[src/lph_pkg.sv]
// Shared types and constants for the linear-probe hash table.
// Used by lph_ctrl, lph_dp and linear_probe_hash_table; depends on nothing.
package lph_pkg;

  // Slot count; a power of two, so the probe start is the low hash bits.
  localparam int CAPACITY = 256;
  localparam int IDX_W    = $clog2(CAPACITY);
  localparam int CNT_W    = $clog2(CAPACITY + 1);
  localparam int KIND_W   = 2;
  localparam int KEY_W    = 32;
  localparam int HASH_W   = 32;
  localparam int VAL_W    = 64;
  localparam int LIM_W    = 8;
  localparam int CMP_W    = ((CNT_W > LIM_W) ? CNT_W : LIM_W) + 1;

  localparam logic [LIM_W-1:0] LIMIT_RESET = LIM_W'(192);

  // Request kinds
  localparam logic [KIND_W-1:0] KIND_GET    = 2'd0;
  localparam logic [KIND_W-1:0] KIND_SET    = 2'd1;
  localparam logic [KIND_W-1:0] KIND_REMOVE = 2'd2;
  localparam logic [KIND_W-1:0] KIND_NONE   = 2'd3;

  // Slot status codes; the unused code behaves like a tombstone
  localparam logic [1:0] ST_EMPTY = 2'd0;
  localparam logic [1:0] ST_USED  = 2'd1;
  localparam logic [1:0] ST_TOMB  = 2'd2;

  // Controller to datapath
  typedef struct packed {
    logic load;    // capture request, set probe start
    logic step;    // advance to next slot
    logic commit;  // apply table update and load result register
  } lph_cmd_t;

  // Datapath to controller
  typedef struct packed {
    logic done;      // current slot ends the probe
    logic out_free;  // result register can take a new item this cycle
  } lph_sts_t;

endpackage

[src/lph_ctrl.sv]
// Probe sequencer for the linear-probe hash table.
// Depends on lph_pkg (command and status structs).
module lph_ctrl (
  input  logic              clk,
  input  logic              rst_n,
  input  logic              in_accept,
  input  lph_pkg::lph_sts_t sts,
  output lph_pkg::lph_cmd_t cmd,
  output logic              busy
);

  typedef enum logic [1:0] {
    S_IDLE,
    S_READ,
    S_CHECK
  } state_t;

  state_t state_r;
  state_t state_nxt;

  always_comb begin
    state_nxt  = state_r;
    cmd.load   = 1'b0;
    cmd.step   = 1'b0;
    cmd.commit = 1'b0;
    unique case (state_r)
      S_IDLE: begin
        if (in_accept) begin
          cmd.load  = 1'b1;
          state_nxt = S_READ;
        end
      end
      // wait for the slot read to land
      S_READ: state_nxt = S_CHECK;
      S_CHECK: begin
        if (!sts.done) begin
          cmd.step  = 1'b1;
          state_nxt = S_READ;
        end else if (sts.out_free) begin
          cmd.commit = 1'b1;
          state_nxt  = S_IDLE;
        end
      end
      default: state_nxt = S_IDLE;
    endcase
  end

  always_ff @(posedge clk) begin
    if (!rst_n) begin
      state_r <= S_IDLE;
    end else begin
      state_r <= state_nxt;
    end
  end

  assign busy = (state_r != S_IDLE);

endmodule

[config.mk]
export PLATFORM = sky130hd
export DESIGN_NAME = lph_ctrl
export DESIGN_NICKNAME = d
export VERILOG_FILES = /design/src/lph_pkg.sv /design/src/lph_ctrl.sv
export SDC_FILE = /design/constraint.sdc
export NUM_CORES = 1
export LEC_CHECK = 0
export ABC_AREA = 1
export BUFFER_PORTS_ARGS = -buffer_cell sky130_fd_sc_hd__buf_2
export CELL_PAD_IN_SITES_DETAIL_PLACEMENT = 2
export CELL_PAD_IN_SITES_GLOBAL_PLACEMENT = 2
export CORE_AREA = 2 2 39 41
export DETAILED_ROUTE_END_ITERATION = 7
export DIE_AREA = 0 0 41 43
export PLACE_DENSITY_LB_ADDON = 0.05
export RECOVER_POWER = 50
export SLEW_MARGIN = 20
export SYNTH_ARGS = -nofsm -noshare
export SYNTH_HDL_FRONTEND = slang
export SYNTH_SLANG_ARGS = --single-unit
[constraint.sdc]
create_clock -name clk -period 1.2 [get_ports clk]
set_input_delay 0.24 -clock clk [delete_from_list [all_inputs] [get_ports clk]]
set_output_delay 0.24 -clock clk [all_outputs]
set_load 0.01 [all_outputs]
==> run metrics <==
status finished clean; Peak VDD IR roughly 0.00031 V; Final Wtd Congestion ~0.55; Seq pwr share 0.267; DIE HEIGHT roughly 43 um; Initial DRC Count 3; CTS Buf Count 3; skew final 0.00588 ns; Yosys top cell area share 0.320; Critical Path Start state_r[0]$_SDFFE_PN0P_; Cell variety after synth 7; clock buffer depth 2; sequential element share of the synthesized area 0.320; count leader, synth nand2_1; Slew HR 0.933; total of max-cap violations 0; Overflow after GRT 0; CTS clk-pin slew, worst paths about 0.030 ns; Synth Area in Compound Gates 0; combinational share of power 0.232; type of origin of the critical path flop; RSZ-0062 raised after global routing true; synthesized cell area approximately 130 um^2; main flop type after synthesis dfxtp_1; Critical Path End cmd[2]; ys async rst share 0; CTS tree built; r2r setup slk about 0.34 ns; cts hold-fix bufs 0; Synth Instances 23; CP required about 0.96 ns; r2r endpoint state_r[1]$_SDFFE_PN0P_; placed insts between 40 and 50; area leader, netlist dfxtp_1; Cell Count, Final, Fillers Out between 50 and 60; Post-Synth Adder-Cell Area 0; CP Class reg -> out; syn nets 28; CTS root buf clkbuf_4; final worst path period share 0.976; Psw around 85 uW; initial antenna violation count 0; Slew Limit Fails 0; Largest regs state_r: 2 flops; largest net degree at the start of global routing 5; final hold viol count 0; I/O pin count 9; chip width 41 um; max FFs per register 2; crit path time final approximately 1.2 ns; worst hold slack ~0.27 ns; top cells by area, synth dfxtp_1 (32%), nand2_1 (21%), nor2_1 (15%), inv_1 (12%), nor2_2 (10%); WHS Path Cells 3; Area growth syn-to-layout 88.0%; share of cells above drive strength 1 0.657; first-pass GRT wire length 627 um; first drt pass iteration count 2; # setup viols final 0; number of synthesized register bits 2; Slew @ Worst Pin around 0.10 ns; Sink Count 2; Post-Route WL roughly 390 um; Nets 42; Clock Power Share 0.501; gr usage total 0.0621; Worst Hold Launch rst_n; number of flops mapped to enable cells by yosys 0; vias in the first global route between 150 and 200; Final HPWL DP roughly 330 um; CP peak stage delay between 0.3 and 0.4 ns; worst reg2reg startpoint state_r[0]$_SDFFE_PN0P_; crit path capture type output pin; number of diodes 0; CP Max Fanout 4; final antenna-violating net count 0; fmax between 800 and 900 MHz; Leak roughly 0.14 nW; post-synthesis xor/xnor area fraction 0; PD cells around 1300 mW/mm^2; post-synthesis mux area share 0; most frequent cells after synthesis nand2_1 (7), nor2_1 (5), inv_1 (4); Die ar. roughly 0.0018 mm^2; Critical Path AT ~0.93 ns; drt drc 0; Simple-Gate Fraction of Synth Area 0.500; initial core utilization 0.0904; Avg WL per Cell between 7 and 8 um; Largest Register state_r; critical path's slowest cell dfxtp_4; Vias/cell roughly 3.4; number of I/O port buffers 8; htree depth 1; Final Util 0.170; worst hold path class in -> reg; via count roughly 170; largest family of logic cells by synthesized area simple AND/OR/NAND/NOR gates; CORE AREA between 0.001 and 0.0015 mm^2; Yosys Warn Count 0; Worst-Skew Late Latency 0.23 ns; Sw Ratio 0.283; crit-path cells nor2_4 -> inv_2 -> nor2_2 -> buf_2; Internal 215 uW; FF-to-FF path depth 5; Core Rows 14; Syn Area/Cell roughly 5.4 um^2; fill cell count 178
==> cells in the final DEF (no fill, tap or decap) <==
master	count
buf_2	8
nand2_1	5
inv_2	3
nor2_2	3
inv_1	3
nor2_1	3
clkbuf_4	3
nand2_2	2
nor2_4	1
nand3_1	1
buf_4	1
dfxtp_4	1
dfxtp_2	1
==> worst max-delay path: cells and delay by family, from the launching register on <==
| family | cells | cell delay (ns) |
|---|---|---|
| buffers and inverters | 2 | 0.17 |
| flip-flops | 1 | 0.35 |
| AND/OR/NAND/NOR | 2 | 0.18 |
==> worst min path at each step <==
stage | endpoint | slack, ns
after floorplan | state_r[1]$_SDFFE_PN0P_ | 0.38
after global placement | state_r[1]$_SDFFE_PN0P_ | 0.51
after detailed placement | state_r[1]$_SDFFE_PN0P_ | 0.52
after CTS | state_r[1]$_SDFFE_PN0P_ | 0.26
after global routing | state_r[1]$_SDFFE_PN0P_ | 0.27
final | state_r[1]$_SDFFE_PN0P_ | 0.27
==> power groups by stage <==
stage	Combinational, mW	Clock [mW]	Sequential, mW
after floorplan	0.0350	0	0.0771
after detailed placement	0.0584	0	0.0785
after global routing	0.0783	0.166	0.0823
after CTS	0.0597	0.163	0.0805
final	0.0695	0.150	0.0802
after global placement	0.0577	0	0.0790
==> stage by stage <==
step                      setup TNS (ns)  power (mW)  setup slack [ns]  area [um^2]
after CTS                              0       0.304           0.00915          215
final                                  0       0.300            0.0283          235
after global routing             -0.0882       0.326           -0.0448          235
after detailed placement               0       0.137             0.202          185
after global placement                 0       0.137             0.189          185
after floorplan                        0       0.112             0.257          125
==> timing repair <==
item | CTS | global route
pin swaps | 1 | 3
endpoints found under the setup margin | 3 | 3
gates resized for setup | 3 | 6
buffers inserted | 0 | 1
==> kinds of logic (layout without fill, tap and decap cells) <==
| kind of cell | Yosys count | count (layout) |
|---|---|---|
| buffers and inverters | 6 | 18 |
| flip-flops | 2 | 2 |
| AND/OR/NAND/NOR | 15 | 15 |
==> final cells by class <==
| type | instances | area [um^2] | share of cell area |
|---|---|---|---|
| Timing Repair Buffer | 9 | 47.5 | 0.202 |
| Multi-Input combinational cell | 15 | 77.6 | 0.330 |
| Clock buffer | 3 | 22.5 | 0.0957 |
| Inverter | 6 | 22.5 | 0.0957 |
| Sequential cell | 2 | 45.0 | 0.191 |
| Tap cell | 16 | 20.0 | 0.0851 |
==> routing by layer <==
layer | track usage | vias up | routed length (um)
met3 | 0.0471 | 0 | 21
met2 | 0.0750 | 4 | 195
met4 | 0.0600 | 0 | 0
met5 | 0 | - | 0
met1 | 0.0639 | 76 | 178
li1 | - | 91 | -
Power figures use the tool's default switching activity.
